$ cat src/sfc_pkg.sv
// Shared constants and types for the sensor frame checker.
package sfc_pkg;

  // Frame layout constants.
  localparam logic [7:0] FrameHead = 8'h77;
  localparam logic [7:0] MinLength = 8'd4;

  // Configuration register indexes.
  localparam logic [1:0] CfgDeviceAddress  = 2'd0;
  localparam logic [1:0] CfgExpectedCmd    = 2'd1;
  localparam logic [1:0] CfgCmdCheckEnable = 2'd2;

  // Frame status codes reported on the last beat of a frame.
  typedef enum logic [1:0] {
    StOk          = 2'd0,
    StBadHeader   = 2'd1,
    StBadChecksum = 2'd2,
    StBadLength   = 2'd3
  } sfc_status_e;

  // Configuration as seen by the parser.
  typedef struct packed {
    logic [7:0] device_address;
    logic [7:0] expected_command;
    logic       command_check_enable;
  } sfc_cfg_t;

  // One result beat.
  typedef struct packed {
    logic [7:0]  byte_echo;
    logic        is_payload;
    logic [7:0]  payload_index;
    logic        frame_end;
    sfc_status_e frame_status;
    logic        address_mismatch;
    logic        command_mismatch;
    logic [7:0]  command_code;
  } sfc_result_t;

endpackage

$ cat src/sfc_parser.sv
// Frame parser: phase machine, running checksum and the result register.
module sfc_parser (
  input  logic                clk_i,
  input  logic                rst_ni,
  input  logic                advance_i,
  input  logic [7:0]          rx_byte_i,
  input  sfc_pkg::sfc_cfg_t   cfg_i,
  output sfc_pkg::sfc_result_t result_o
);
  import sfc_pkg::*;

  typedef enum logic [2:0] {
    PhIdle,
    PhLen,
    PhAddr,
    PhCmd,
    PhData,
    PhSum
  } phase_e;

  phase_e      phase_q, phase_d;
  logic [7:0]  length_q, length_d;
  logic [7:0]  position_q, position_d;
  logic [7:0]  sum_q, sum_d;
  logic [7:0]  command_q, command_d;
  logic        addr_warn_q, addr_warn_d;
  logic        cmd_warn_q, cmd_warn_d;
  sfc_result_t result_q, result_d;

  logic [7:0]  sum_add;
  logic        stray;

  assign sum_add = sum_q + rx_byte_i;

  // Next state and result for the byte in the input register.
  always_comb begin
    phase_d     = phase_q;
    length_d    = length_q;
    position_d  = position_q;
    sum_d       = sum_q;
    command_d   = command_q;
    addr_warn_d = addr_warn_q;
    cmd_warn_d  = cmd_warn_q;
    stray       = 1'b0;

    result_d               = '0;
    result_d.byte_echo     = rx_byte_i;
    result_d.frame_status  = StOk;

    unique case (phase_q)
      PhLen: begin
        length_d = rx_byte_i;
        if (rx_byte_i < MinLength) begin
          result_d.frame_end    = 1'b1;
          result_d.frame_status = StBadLength;
          phase_d               = PhIdle;
        end else begin
          sum_d   = rx_byte_i;
          phase_d = PhAddr;
        end
      end
      PhAddr: begin
        sum_d       = sum_add;
        addr_warn_d = (rx_byte_i != cfg_i.device_address);
        phase_d     = PhCmd;
      end
      PhCmd: begin
        sum_d      = sum_add;
        command_d  = rx_byte_i;
        cmd_warn_d = cfg_i.command_check_enable && (rx_byte_i != cfg_i.expected_command);
        position_d = MinLength;
        phase_d    = (length_q == MinLength) ? PhSum : PhData;
      end
      PhData: begin
        result_d.is_payload    = 1'b1;
        result_d.payload_index = position_q - MinLength;
        sum_d                  = sum_add;
        position_d             = position_q + 8'd1;
        if (position_d >= length_q) begin
          phase_d = PhSum;
        end
      end
      PhSum: begin
        result_d.frame_end    = 1'b1;
        result_d.frame_status = (rx_byte_i == sum_q) ? StOk : StBadChecksum;
        phase_d               = PhIdle;
      end
      default: begin
        if (rx_byte_i == FrameHead) begin
          length_d    = '0;
          position_d  = '0;
          sum_d       = '0;
          command_d   = '0;
          addr_warn_d = 1'b0;
          cmd_warn_d  = 1'b0;
          phase_d     = PhLen;
        end else begin
          stray                 = 1'b1;
          result_d.frame_end    = 1'b1;
          result_d.frame_status = StBadHeader;
        end
      end
    endcase

    // Warnings and command code follow the updated frame state.
    result_d.address_mismatch = addr_warn_d && !stray;
    result_d.command_mismatch = cmd_warn_d && !stray;
    result_d.command_code     = stray ? 8'd0 : command_d;
  end

  // State and result register, updated once per beat.
  always_ff @(posedge clk_i or negedge rst_ni) begin
    if (!rst_ni) begin
      phase_q     <= PhIdle;
      length_q    <= '0;
      position_q  <= '0;
      sum_q       <= '0;
      command_q   <= '0;
      addr_warn_q <= 1'b0;
      cmd_warn_q  <= 1'b0;
      result_q    <= '0;
    end else if (advance_i) begin
      phase_q     <= phase_d;
      length_q    <= length_d;
      position_q  <= position_d;
      sum_q       <= sum_d;
      command_q   <= command_d;
      addr_warn_q <= addr_warn_d;
      cmd_warn_q  <= cmd_warn_d;
      result_q    <= result_d;
    end
  end

  assign result_o = result_q;

endmodule

$ cat src/sensor_frame_checker_unit.sv
// Top level of the sensor frame checker: handshakes, configuration, parser.
//
//  Channel  Direction  Handshake                  Payload
//  rx       in         rx_valid_i / rx_stall_o    rx_byte_i
//  out      out        out_valid_o / out_stall_i  byte_echo_o .. command_code_o
//  cfg      in         cfg_we_i                   cfg_index_i, cfg_data_i
//
// Every byte taken gives one result beat: the byte waits in the input register,
// then the parser updates its state and the result register.
// One byte per cycle is sustained while the output is not stalled.
// Reset clears the configuration registers, the parse phase and both valid flags.
// A stall on the output holds the result register; a byte may still be taken
// into the empty input register, and rx_stall_o rises only when both are full.
module sensor_frame_checker_unit (
  input  logic       clk_i,
  input  logic       rst_ni,
  input  logic       cfg_we_i,
  input  logic [1:0] cfg_index_i,
  input  logic [7:0] cfg_data_i,
  input  logic       rx_valid_i,
  output logic       rx_stall_o,
  input  logic [7:0] rx_byte_i,
  output logic       out_valid_o,
  input  logic       out_stall_i,
  output logic [7:0] byte_echo_o,
  output logic       is_payload_o,
  output logic [7:0] payload_index_o,
  output logic       frame_end_o,
  output logic [1:0] frame_status_o,
  output logic       address_mismatch_o,
  output logic       command_mismatch_o,
  output logic [7:0] command_code_o
);
  import sfc_pkg::*;

  sfc_cfg_t    cfg_q;
  logic        in_valid_q;
  logic [7:0]  in_byte_q;
  logic        out_valid_q;
  logic        advance;
  logic        rx_accept;
  sfc_result_t result;

  // The parser moves a beat when the result register is free or being emptied.
  assign advance    = in_valid_q && (!out_valid_q || !out_stall_i);
  assign rx_stall_o = in_valid_q && !advance;
  assign rx_accept  = rx_valid_i && !rx_stall_o;

  // Configuration registers.
  always_ff @(posedge clk_i or negedge rst_ni) begin
    if (!rst_ni) begin
      cfg_q <= '0;
    end else if (cfg_we_i) begin
      unique case (cfg_index_i)
        CfgDeviceAddress:  cfg_q.device_address       <= cfg_data_i;
        CfgExpectedCmd:    cfg_q.expected_command     <= cfg_data_i;
        CfgCmdCheckEnable: cfg_q.command_check_enable <= cfg_data_i[0];
        default: ;
      endcase
    end
  end

  // Input register and valid flags.
  always_ff @(posedge clk_i or negedge rst_ni) begin
    if (!rst_ni) begin
      in_valid_q  <= 1'b0;
      in_byte_q   <= '0;
      out_valid_q <= 1'b0;
    end else begin
      if (rx_accept) begin
        in_valid_q <= 1'b1;
        in_byte_q  <= rx_byte_i;
      end else if (advance) begin
        in_valid_q <= 1'b0;
      end
      if (advance) begin
        out_valid_q <= 1'b1;
      end else if (!out_stall_i) begin
        out_valid_q <= 1'b0;
      end
    end
  end

  sfc_parser u_parser (
    .clk_i     (clk_i),
    .rst_ni    (rst_ni),
    .advance_i (advance),
    .rx_byte_i (in_byte_q),
    .cfg_i     (cfg_q),
    .result_o  (result)
  );

  assign out_valid_o        = out_valid_q;
  assign byte_echo_o        = result.byte_echo;
  assign is_payload_o       = result.is_payload;
  assign payload_index_o    = result.payload_index;
  assign frame_end_o        = result.frame_end;
  assign frame_status_o     = result.frame_status;
  assign address_mismatch_o = result.address_mismatch;
  assign command_mismatch_o = result.command_mismatch;
  assign command_code_o     = result.command_code;

  // The input side is held back only by a full, stalled result register.
  assert property (@(posedge clk_i) disable iff (!rst_ni)
    rx_stall_o |-> (out_valid_o && out_stall_i && in_valid_q))
    else $error("input stalled without output back-pressure");

  // A status other than ok only appears on the last beat of a frame.
  assert property (@(posedge clk_i) disable iff (!rst_ni)
    (out_valid_o && !frame_end_o) |-> (frame_status_o == StOk))
    else $error("status reported on a beat that does not end a frame");

  // Payload beats never end a frame.
  assert property (@(posedge clk_i) disable iff (!rst_ni)
    (out_valid_o && is_payload_o) |-> !frame_end_o)
    else $error("payload beat marked as frame end");

  // A stray byte carries no frame warnings or command.
  assert property (@(posedge clk_i) disable iff (!rst_ni)
    (out_valid_o && frame_status_o == StBadHeader) |->
      (!address_mismatch_o && !command_mismatch_o && command_code_o == 8'd0))
    else $error("bad header beat carries frame information");

endmodule
$ cat config.mk
export PLATFORM = sky130hd
export DESIGN_NAME = sensor_frame_checker_unit
export DESIGN_NICKNAME = d
export VERILOG_FILES = /design/src/sfc_pkg.sv /design/src/sfc_parser.sv /design/src/sensor_frame_checker_unit.sv
export SDC_FILE = /design/constraint.sdc
export NUM_CORES = 1
export LEC_CHECK = 0
export BUFFER_PORTS_ARGS = -buffer_cell sky130_fd_sc_hd__buf_2
export CORE_UTILIZATION = 50
export DETAILED_ROUTE_END_ITERATION = 10
export PLACE_DENSITY = 0.81
export SYNTH_ARGS = -nofsm -noshare
export SYNTH_HDL_FRONTEND = slang
export SYNTH_SLANG_ARGS = --single-unit
export TNS_END_PERCENT = 1
$ cat constraint.sdc
create_clock -name clk_i -period 2.9 [get_ports clk_i]
set_input_delay 0 -clock clk_i [delete_from_list [all_inputs] [get_ports clk_i]]
set_output_delay 0 -clock clk_i [all_outputs]
set_load 0.05 [all_outputs]
==> key figures, run 1 <==
Status
  – Status: finished clean

Timing
  – Final Setup Violations: 0
  – RSZ-0062 raised after global routing: no
  – Setup TNS Final: 0 ns
  – Final hold violations: 0
  – Worst slew margin: between 40 and 50%
  – Max Fclk: about 410 MHz
  – Pins Over Slew Limit: 0
  – Worst Skew: 0.008319 ns
  – Worst Tran Pin Value: between 0.8 and 0.9 ns
  – Period utilisation layout: between 80% and 90%
  – Min Tclk post-route: ~2.4 ns

Hold path
  – HP Class: in -> reg

Global routing
  – Largest net degree at the start of global routing: 67
  – Initial antenna violation count: 0
  – Number of global-route vias before repair: between 3000 and 4000
  – First-pass GRT wire length: 18350 um
  – GR Util All Layers: around a quarter
  – Grt ovf: 0

Synth
  – Main combinational cell family by area after synthesis: compound AO/OA/AOI/OAI gates
  – Mapped Cells: around 460
  – Post-Syn Nets: 506
  – Compound-Gate Fraction of Synth Area: ~16%
  – Synth area leader: dfrtp_1
  – XOR/XNOR Fraction of Synth Area: under 10%
  – Leading post-synthesis cells by cell area: dfrtp_1 (48%), mux2_2 (6.3%), nand2_1 (4.9%)
  – Multiplexer area fraction after synthesis: under 10%
  – Simple-gate area share of the yosys netlist: between 10% and 20%
  – Top cell type's share of synthesized area: approximately half
  – Mapped cell area: approximately 5000 um2
  – Post-synthesis cell type count: 55
  – Adder-Cell Fraction of Synth Area: between 5 and 6%
  – Yosys reg bits: 94
  – Syn_area_per_cell: between 10 and 15 um2
  – Sequential area share after synthesis: around 48%
  – Prevailing post-synth register cell: dfrtp_1
  – Yosys Warn Count: 0
  – Number of enable flip-flop cells after synthesis: 0
  – Fraction of registers with async set/reset: 100.0%

Critical path
  – Crit start category: flop
  – CP max stage cell: dfrtp_1
  – CP max FO: 17
  – Worst path required time: approximately 3.2 ns
  – Top delay family on crit path: simple AND/OR/NAND/NOR gates
  – Setup CP Type: reg -> reg
  – CP Capture Type: flop
  – Worst path bufs/invs: 0
  – Max incr delay on CP: roughly 0.7 ns
  – Critical path data arrival time: 2.69 ns
  – Crit path cell chain: nand4_2, nor4_4, o21ai_2, nand2b_4, a31o_1, a221o_1

Placement
  – Post-DP HPWL: around 8000 um
  – Routability cong.: ~0.9
  – I/O Buffers: 54
  – Post-placement cell area: between 5000 and 6000 um2

Pwr
  – Clock share of power: 18.6%
  – Combinational power share: 43.2%
  – VDD IR max: between 0.0005 and 0.0006 V
  – PwrDens: approximately 950 nW/um2
  – Switching power: roughly 2300 uW
  – Net Sw Frac: 42.63%
  – Share of power burned in registers: between 30% and 40%
  – Int Pwr: between 3000 and 4000 uW
  – Static leakage power: approximately 0.0027 uW

CTS
  – Resize count post-CTS: 0
  – CTS max path bufs: 2
  – CTS tree: done
  – CTS Buf Count: 9
  – Root buf cell: clkbuf_8
  – Clk_lat worst skew: roughly 0.37 ns
  – # hold bufs at CTS: 20
  – Post-CTS setup buffer count: 0
  – H-tree Lvls: 3
  – Worst-path clk slew: about 0.090 ns
  – Clock sinks: 94

Layout
  – Design Area, Final: ~5700 um2
  – Antenna cells: 0
  – Final net count: 575
  – Final core utilization: between 60% and 70%
  – Layout cells sized above 1: 21.00%
  – Area Overhead vs Synth: 16.55%

Floorplanning
  – # rows: 35
  – Core area: 9328 um2
  – IO Pins: 55
  – Die area: 10110 um2
  – Chip Height: between 100 and 150 um
  – Die X: 100.5 um
  – Initial Util: 52.05%

Detailed routing
  – Drt pass-1 iters: 5
  – Wirelength, routed: 11230 um
  – Drc violations: 0
  – Initial DRC count: 294
  – Post-DR vias/cell: around 5.8
  – DRT antenna net count: 0
  – Via count: ~3800
  – Routed len/inst: 16.83 um

Flow run
  – Max-cap violations: 0
logic make-up (layout without fill, tap and decap cells):
| logic type | Yosys count | in the layout |
|---|---|---|
| muxes | 36 | 36 |
| DFF | 94 | 94 |
| AOI/OAI and AO/OA | 112 | 112 |
| adders and majority gates | 19 | 19 |
| xor gates and xnor gates | 33 | 33 |
| and+or+nand+nor | 132 | 132 |
| buffers and inverters | 38 | 112 |
power by group through the flow:
stage | Combinational (uW) | Clock (uW) | Sequential [uW]
2_1_floorplan | 1430 | 0 | 2360
3_3_place_gp | 2200 | 0 | 2040
3_5_place_dp | 2270 | 0 | 2060
4_1_cts | 2310 | 1010 | 2040
5_1_grt | 2540 | 1060 | 2090
6_report | 2320 | 1000 | 2050
layout make-up:
cell class	instances	area, um2
timing repair buffer	83	540.5
tap	129	161.4
sequential	94	2352
inverter	13	48.80
clock buffer	11	151.4
multi-input combinational	332	2322
fill	753	3670
clock inverter	5	81.33
worst paths after layout:
kind,startpoint,endpoint,slack (ns),cells after the start
setup / recovery,in_byte_q[5]$_DFFE_PN0P_,u_parser.sum_q[7]$_DFFE_PN0P_,0.47,6
max in group asynchronous,rst_ni,u_parser.phase_q[0]$_DFFE_PN0P_,1.88,3
setup reg to reg,in_byte_q[5]$_DFFE_PN0P_,u_parser.sum_q[7]$_DFFE_PN0P_,0.47,6
hold / removal,cfg_we_i,cfg_q[0]$_DFFE_PN0P_,0.004,3
min in group asynchronous,rst_ni,u_parser.result_o[24]$_DFFE_PN0P_,0.28,2
hold reg to reg,u_parser.result_o[6]$_DFFE_PN0P_,u_parser.result_o[6]$_DFFE_PN0P_,0.48,2
flip-flops by register name, summed over array words and instances, names as in the netlist, 3 cells and up:
signal,count
u_parser.sum_q,8
u_parser.result_o,30
in_byte_q,8
cfg_q,17
u_parser.length_q,8
u_parser.position_q,8
u_parser.command_q,8
u_parser.phase_q,3
metal layers:
metal	share of wire (%)	up-vias	track usage [%]
met1	44	1880	32.05
met2	48	153	38.46
met5	0	-	0
met3	5.8	30	3.675
met4	2.2	0	8.919
li1	-	1777	-
worst reg2reg max path, cell delays in order, from the launching register on:
cell      delay (ns)
dfrtp_1         0.68
nand4_2         0.19
nor4_4          0.43
o21ai_2         0.24
nand2b_4        0.28
a31o_1          0.23
a221o_1         0.28
cell usage after synthesis (4+ instances only):
master     n
dfrtp_1   94
nand2_1   64
mux2_2    27
nor2_1    27
o21ai_0   25
a22o_1    23
xor2_1    20
ha_1      18
a21oi_1   15
inv_1     13
xnor2_1   13
o21ai_1   12
clkbuf_1  10
mux2i_1    9
a21o_1     7
a22oi_1    7
buf_2      6
nand3_1    6
nor4_1     6
a211oi_1   5
buf_4      4
nand2b_1   4
nor2b_1    4
cells in the final DEF (no fill, tap or decap), types with 2 or more instances in the layout:
cell type	instances
dfrtp_1	94
nand2_1	64
buf_2	53
nor2_1	27
mux2_2	27
o21ai_0	25
a22o_1	23
xor2_1	20
dlygate4sd3_1	20
ha_1	18
a21oi_1	15
inv_1	13
xnor2_1	13
o21ai_1	12
clkbuf_8	11
buf_4	10
mux2i_1	9
a21o_1	7
a22oi_1	7
nand3_1	6
nor4_1	6
a211oi_1	5
nor2b_1	4
nand2b_1	4
nand3b_1	3
nor3_1	3
nand4_1	2
a21boi_0	2
o21a_1	2
or3_1	2
a31oi_1	2
o21bai_1	2
bufinv_16	2
metrics by stage:
step                      setup slack, ns  hold slack (ns)  total power (uW)  instances
final                              0.4654         0.003869              5370        667
after global routing               0.3254          0.02618              5693        667
after CTS                          0.4783         0.007850              5356        667
after detailed placement           0.5083           0.1565              4336        631
after global placement             0.6039           0.1462              4241        631
after floorplan                    0.7741          -0.2956              3786        464
Power figures use the tool's default switching activity.
==> run 2: changes to the inputs <==
PLACE_DENSITY = 0.84   (was 0.81)
clock period = 2 ns   (was 2.9 ns; I/O delays follow)
==> key figures, run 2 (synthesis results as in run 1) <==
Critical path
  – Worst path required time: 2.32 ns (-0.84 ns)
  – CP max FO: 3 (-14)
  – Reg2reg end: u_parser.phase_q[1]$_DFFE_PN0P_
  – CP Launch Point: u_parser.position_q[0]$_DFFE_PN0P_
  – Critical Path Most Common Cell: nand3_2
  – Crit path cell chain: nand3_2, nor2_4, nand3_2, xnor2_2, ha_1, nand4_1, or3_4, a31oi_4, a21bo_1
  – Critical path data arrival time: 2.40 ns (-0.29 ns)
  – Crit start category: flop
  – CP Capture Type: flop
  – Max incr delay on CP: 0.44 ns (-0.24 ns)
  – CP max stage cell: dfrtp_1
  – Setup CP Type: reg -> reg
  – Reg2reg start: u_parser.position_q[0]$_DFFE_PN0P_
  – R2r setup slk: -0.08 ns (-0.55 ns)
  – Worst reg-to-reg path cell count: 9 (+3)

Timing
  – Min Tclk post-route: 2.084 ns (-0.3504 ns)
  – Worst Setup Slack, final: -0.08418 ns (-0.5496 ns)
  – Pins Over Slew Limit: 0 (unchanged)
  – Final Setup Violations: 3 (+3)
  – RSZ-0062 raised after global routing: yes
  – Final hold violations: 0 (unchanged)
  – Period utilisation layout: 104.2% (+20 points)
  – Worst slew margin: 55.53% (+11 points)
  – Worst Tran Pin Value: 0.6642 ns (-0.1738 ns)
  – Worst Skew: 0.01453 ns (+0.006208 ns)
  – Max Fclk: 479.8 MHz (+17%)

Pwr
  – Share of power burned in registers: 35.5% (-2.7 points)
  – Static leakage power: 0.002979 uW (+9.3%)
  – Switching power: 3609 uW (+58%)
  – PwrDens: 1326 nW/um2 (+40%)
  – Int Pwr: 4556 uW (+48%)
  – Clock share of power: 15.1% (-3.5 points)
  – VDD IR max: 0.0009060 V (+68%)
  – Combinational power share: 49.4% (+6.2 points)
  – Net Sw Frac: 44.20% (+1.6 points)

Layout
  – Layout cells sized above 1: 30.89% (+9.9 points)
  – Most common cell after layout, fill and taps aside: dfrtp_1
  – Area Overhead vs Synth: 26.83%
  – Final core utilization: 66.01% (+5.4 points)
  – Final net count: 623 (+8.3%)
  – Filler cells: 714 (-5.2%)
  – Final non-filler cell total: 715 (+7.2%)
  – Max reg flops: 30 (unchanged)
  – Antenna cells: 0 (unchanged)
  – Commonest non-fill, non-tap cells in the layout: dfrtp_1 (93), nand2_1 (64), buf_2 (53), buf_4 (53), mux2_2 (27)

CTS
  – H-tree Lvls: 3 (unchanged)
  – Clk_lat worst skew: 0.38 ns (about the same)
  – CTS tree: done
  – CTS Buf Count: 9 (unchanged)
  – Clock sinks: 94 (unchanged)
  – Root buf cell: clkbuf_8
  – Worst-path clk slew: 0.10 ns (about the same)
  – CTS max path bufs: 2 (unchanged)

Flow run
  – Max-cap violations: 0 (unchanged)

Detailed routing
  – Routed len/inst: 16.88 um (+0.27%)
  – Drc violations: 0 (unchanged)
  – Drt pass-1 iters: 5 (unchanged)
  – Wirelength, routed: 12070 um (+7.5%)
  – Post-DR vias/cell: 5.613 (-2.5%)
  – DRT antenna net count: 0 (unchanged)
  – Initial DRC count: 234 (-20%)
  – Via count: 4013 (+4.5%)

Hold path
  – HP Class: in -> reg
  – Worst Hold End: cfg_q[0]$_DFFE_PN0P_
  – Min-delay src: cfg_index_i[0]
  – Number of cells on the worst hold path: 3 (unchanged)

Global routing
  – GR Util All Layers: 25.21% (+1.6 points)
  – Grt ovf: 0 (unchanged)
  – Initial antenna violation count: 0 (unchanged)
  – Number of global-route vias before repair: 4035 (+8.5%)
  – Largest net degree at the start of global routing: 61 (-9.0%)
  – First-pass GRT wire length: 19680 um (+7.2%)

Floorplanning
  – Chip Height: 100.5 um (unchanged)
  – Initial Util: 52.05% (unchanged)
  – Die X: 100.5 um (unchanged)
  – Core area: 9328 um2 (unchanged)
  – IO Pins: 55 (unchanged)
  – # rows: 35 (unchanged)
  – Die area: 10110 um2 (unchanged)

Placement
  – Post-placement cell count: 675 (+7.0%)
  – Post-DP HPWL: 8338 um (+7.3%)
  – I/O Buffers: 54 (unchanged)
  – Routability cong.: 0.9536 (+5.9%)

Status
  – Status: finished, violations left
  – Failing checks: setup timing
-- run 2: repair_timing --
item | CTS | global route
endpoints found under the setup margin | 4 | 33
pin swaps | 9 | 3
buffers inserted | 2 | 0
hold buffers | 22 | 0
endpoints found under the hold margin | 61 | 0
resized for setup | 15 | 12
-- run 2: final cells by class --
cell class,instances,area [um2],area share (%)
multi-input cells,332,2480,40.28
repair buffers,131,925.9,15.04
clock inverters,7,63.81,1.036
well taps,129,161.4,2.621
flip-flops and latches,94,2354,38.22
clock buffers,9,123.9,2.012
inverters,13,48.80,0.7925
-- run 2: critical path, delay by kind of cell, from the launching register on --
family | cells | cell delay (ns)
simple gates | 5 | 0.81
flops | 1 | 0.44
fa+ha+maj | 1 | 0.32
compound gates | 2 | 0.28
xor+xnor | 1 | 0.18
-- run 2: through the flow --
step           setup TNS [ns]  instance area (um2)  setup slack [ns]  power (uW)  hold slack, ns
6_report              -0.2245                 6157          -0.08418        8165         0.02544
5_1_grt               -0.7647                 6157           -0.2069        8647         0.02334
4_1_cts              -0.09230                 6088          -0.03449        8015         0.01033
3_5_place_dp          -0.2110                 5593          -0.09126        6655       -0.001395
3_3_place_gp        -0.008060                 5593         -0.008060        6495       -0.007802
2_1_floorplan               0                 4890           0.01134        5494         -0.2956
-- run 2: layer usage --
layer	part of all wire (%)	track usage, %
met2	48	40.73
met3	4.6	5.409
met1	44	33.30
met4	2.7	9.922
met5	0	0
-- run 2: power by group through the flow --
stage	logic (uW)	clock network (uW)	registers (uW)
after floorplan	2070	0	3420
after global placement	3620	0	2870
after detailed placement	3740	0	2910
after CTS	3890	1240	2880
after global routing	4360	1320	2970
final	4030	1230	2900
-- run 2: how the worst max path moves through the flow --
stage,endpoint,slack [ns],cells past startpoint
global placement,u_parser.sum_q[7]$_DFFE_PN0P_,-0.008,6
finish,u_parser.phase_q[1]$_DFFE_PN0P_,-0.08,9
global route,u_parser.phase_q[1]$_DFFE_PN0P_,-0.21,9
detailed placement,u_parser.phase_q[1]$_DFFE_PN0P_,-0.09,8
floorplan,u_parser.sum_q[7]$_DFFE_PN0P_,0.01,6
CTS,u_parser.phase_q[1]$_DFFE_PN0P_,-0.03,10
==> run 3: changes to the inputs <==
clock period = 1.9 ns   (was 2 ns; I/O delays follow)
==> key figures, run 3 (synthesis results as in run 1) <==
Pwr
  – Int Pwr: 4875 uW (+7.0%)
  – Power, Total: 8661 uW (+6.1%)
  – Switching power: 3786 uW (+4.9%)
  – PwrDens: 1389 nW/um2 (+4.7%)
  – Clock share of power: 15.0% (about the same)
  – Share of power burned in registers: 34.6% (-0.9 points)
  – Static leakage power: 0.003047 uW (+2.3%)
  – VDD IR max: 0.0008702 V (-4.0%)
  – Combinational power share: 50.3% (+0.9 points)
  – Net Sw Frac: 43.71% (-0.49 points)

Timing
  – Worst Setup Slack, final: -0.1714 ns (-0.08721 ns)
  – Worst slew margin: 57.16% (+1.6 points)
  – Max Fclk: 482.8 MHz (+0.62%)
  – Worst Skew: 0.01194 ns (-0.002584 ns)
  – Final Setup Violations: 5 (+2)
  – Worst Tran Pin Value: 0.6398 ns (-0.02440 ns)
  – Period utilisation layout: 109.0% (+4.8 points)
  – Final hold violations: 0 (unchanged)
  – Pins Over Slew Limit: 0 (unchanged)
  – RSZ-0062 raised after global routing: yes
  – Min Tclk post-route: 2.071 ns (-0.01279 ns)

Floorplanning
  – Die X: 100.5 um (unchanged)
  – Initial Util: 52.05% (unchanged)
  – Die area: 10110 um2 (unchanged)
  – Chip Height: 100.5 um (unchanged)
  – Core area: 9328 um2 (unchanged)
  – IO Pins: 55 (unchanged)
  – # rows: 35 (unchanged)

Global routing
  – Number of global-route vias before repair: 4194 (+3.9%)
  – Grt ovf: 0 (unchanged)
  – Largest net degree at the start of global routing: 44 (-28%)
  – First-pass GRT wire length: 20180 um (+2.6%)
  – Initial antenna violation count: 0 (unchanged)
  – GR Util All Layers: 25.90% (+0.69 points)

Detailed routing
  – Drc violations: 0 (unchanged)
  – Drt pass-1 iters: 6 (+1)
  – DRT antenna net count: 0 (unchanged)
  – Initial DRC count: 189 (-19%)
  – Via count: 4001 (-0.30%)
  – Routed len/inst: 16.43 um (-2.6%)
  – Post-DR vias/cell: 5.488 (-2.2%)
  – Wirelength, routed: 11980 um (-0.73%)

Placement
  – Post-placement cell count: 689 (+2.1%)
  – Pre-CTS setup slack: -0.2069 ns (-0.1157 ns)
  – I/O Buffers: 54 (unchanged)
  – Post-placement cell area: 5705 um2 (+2.0%)
  – Post-DP HPWL: 8616 um (+3.3%)
  – Routability cong.: 0.9208 (-3.4%)

Hold path
  – Number of cells on the worst hold path: 3 (unchanged)
  – Min-delay src: cfg_index_i[1]
  – Worst Hold End: cfg_q[0]$_DFFE_PN0P_
  – HP Class: in -> reg

Critical path
  – Reg2reg start: u_parser.position_q[0]$_DFFE_PN0P_
  – Critical path data arrival time: 2.39 ns (about the same)
  – Worst path required time: 2.22 ns (-0.10 ns)
  – Reg2reg end: u_parser.phase_q[1]$_DFFE_PN0P_
  – CP Capture Type: flop
  – Setup CP Type: reg -> reg
  – Worst reg-to-reg path cell count: 8 (-1)
  – CP max FO: 5 (+2)
  – R2r setup slk: -0.17 ns (-0.09 ns)
  – Crit start category: flop

Status
  – Failing checks: setup timing
  – Status: finished, violations left

Layout
  – Layout cells sized above 1: 33.17% (+2.3 points)
  – Antenna cells: 0 (unchanged)
  – Max reg flops: 30 (unchanged)
  – Final net count: 637 (+2.2%)
  – Area Overhead vs Synth: 28.48%
  – Final non-filler cell total: 729 (+2.0%)
  – Commonest non-fill, non-tap cells in the layout: dfrtp_1 (92), buf_4 (66), nand2_1 (61)
  – Design Area, Final: 6237 um2 (+1.3%)
  – Most common cell after layout, fill and taps aside: dfrtp_1
  – Filler cells: 711 (-0.42%)

CTS
  – H-tree Lvls: 3 (unchanged)
  – Root buf cell: clkbuf_8
  – Clk_lat worst skew: 0.38 ns (about the same)
  – CTS Buf Count: 9 (unchanged)
  – CTS tree: done
  – CTS max path bufs: 2 (unchanged)
  – Clock sinks: 94 (unchanged)
  – Worst-path clk slew: 0.10 ns (about the same)

Flow run
  – Max-cap violations: 0 (unchanged)
==> run 3: metrics by stage <==
step                setup TNS (ns)  utilization, %  hold WS, ns
floorplan                  -0.5113               -      -0.2956
global placement           -0.2943           61.17      0.02235
detailed placement         -0.6885           61.17      0.02487
CTS                        -0.3434           66.30     0.001097
global route                -1.312           66.87      0.03242
finish                     -0.4435           66.87     0.005273
==> run 3: repair_timing <==
action,in CTS,in global routing
setup endpoints to repair,17,32
pin swaps,9,10
hold buffers,21,0
cloned,0,0
gates resized for setup,11,18
hold endpoints to repair,68,0
setup buffers,3,0
==> run 3: worst max-delay path: stages (launching register included) <==
cell and delay (ns):
dfrtp_1 0.41, ha_2 0.25, nand4_1 0.15, xnor2_2 0.19, ha_1 0.30, nand4_1 0.08, or3_1 0.32, a31oi_2 0.18
a21bo_1 0.13
==> run 3: how the worst max path moves through the flow <==
| stage | endpoint | cells after the start | slack [ns] | from |
|---|---|---|---|---|
| 3_3_place_gp | u_parser.phase_q[1]$_DFFE_PN0P_ | 8 | -0.09 | u_parser.position_q[1]$_DFFE_PN0P_ |
| 4_1_cts | u_parser.phase_q[1]$_DFFE_PN0P_ | 8 | -0.13 | u_parser.position_q[1]$_DFFE_PN0P_ |
| 6_report | u_parser.phase_q[1]$_DFFE_PN0P_ | 8 | -0.17 | u_parser.position_q[0]$_DFFE_PN0P_ |
| 3_5_place_dp | u_parser.phase_q[1]$_DFFE_PN0P_ | 8 | -0.21 | u_parser.position_q[1]$_DFFE_PN0P_ |
| 2_1_floorplan | u_parser.phase_q[1]$_DFFE_PN0P_ | 9 | -0.06 | u_parser.position_q[2]$_DFFE_PN0P_ |
| 5_1_grt | u_parser.phase_q[1]$_DFFE_PN0P_ | 8 | -0.27 | u_parser.position_q[0]$_DFFE_PN0P_ |
==> run 3: power groups by stage <==
stage	clock [uW]	sequential [uW]	combinational (uW)
2_1_floorplan	0	3600	2190
3_3_place_gp	0	2980	3980
3_5_place_dp	0	3020	4090
4_1_cts	1320	2990	4250
5_1_grt	1410	3060	4740
6_report	1300	3000	4360
==> run 3: layout make-up <==
| type | instances | area, um2 | share of cell area (%) |
|---|---|---|---|
| repair buffers | 145 | 1036 | 16.61 |
| inverters | 13 | 48.80 | 0.7823 |
| well taps | 129 | 161.4 | 2.588 |
| flip-flops and latches | 94 | 2355 | 37.75 |
| clock inverters | 7 | 63.81 | 1.023 |
| multi-input cells | 332 | 2449 | 39.26 |
| clock buffers | 9 | 123.9 | 1.986 |
==> run 3: metal layers <==
layer | GRT usage [%] | part of all wire, % | wire length (um)
met1 | 33.90 | 44 | 5330
met3 | 4.438 | 4.6 | 556
met4 | 10.59 | 2.4 | 290
met5 | 0 | 0 | 0
met2 | 42.89 | 48 | 5802
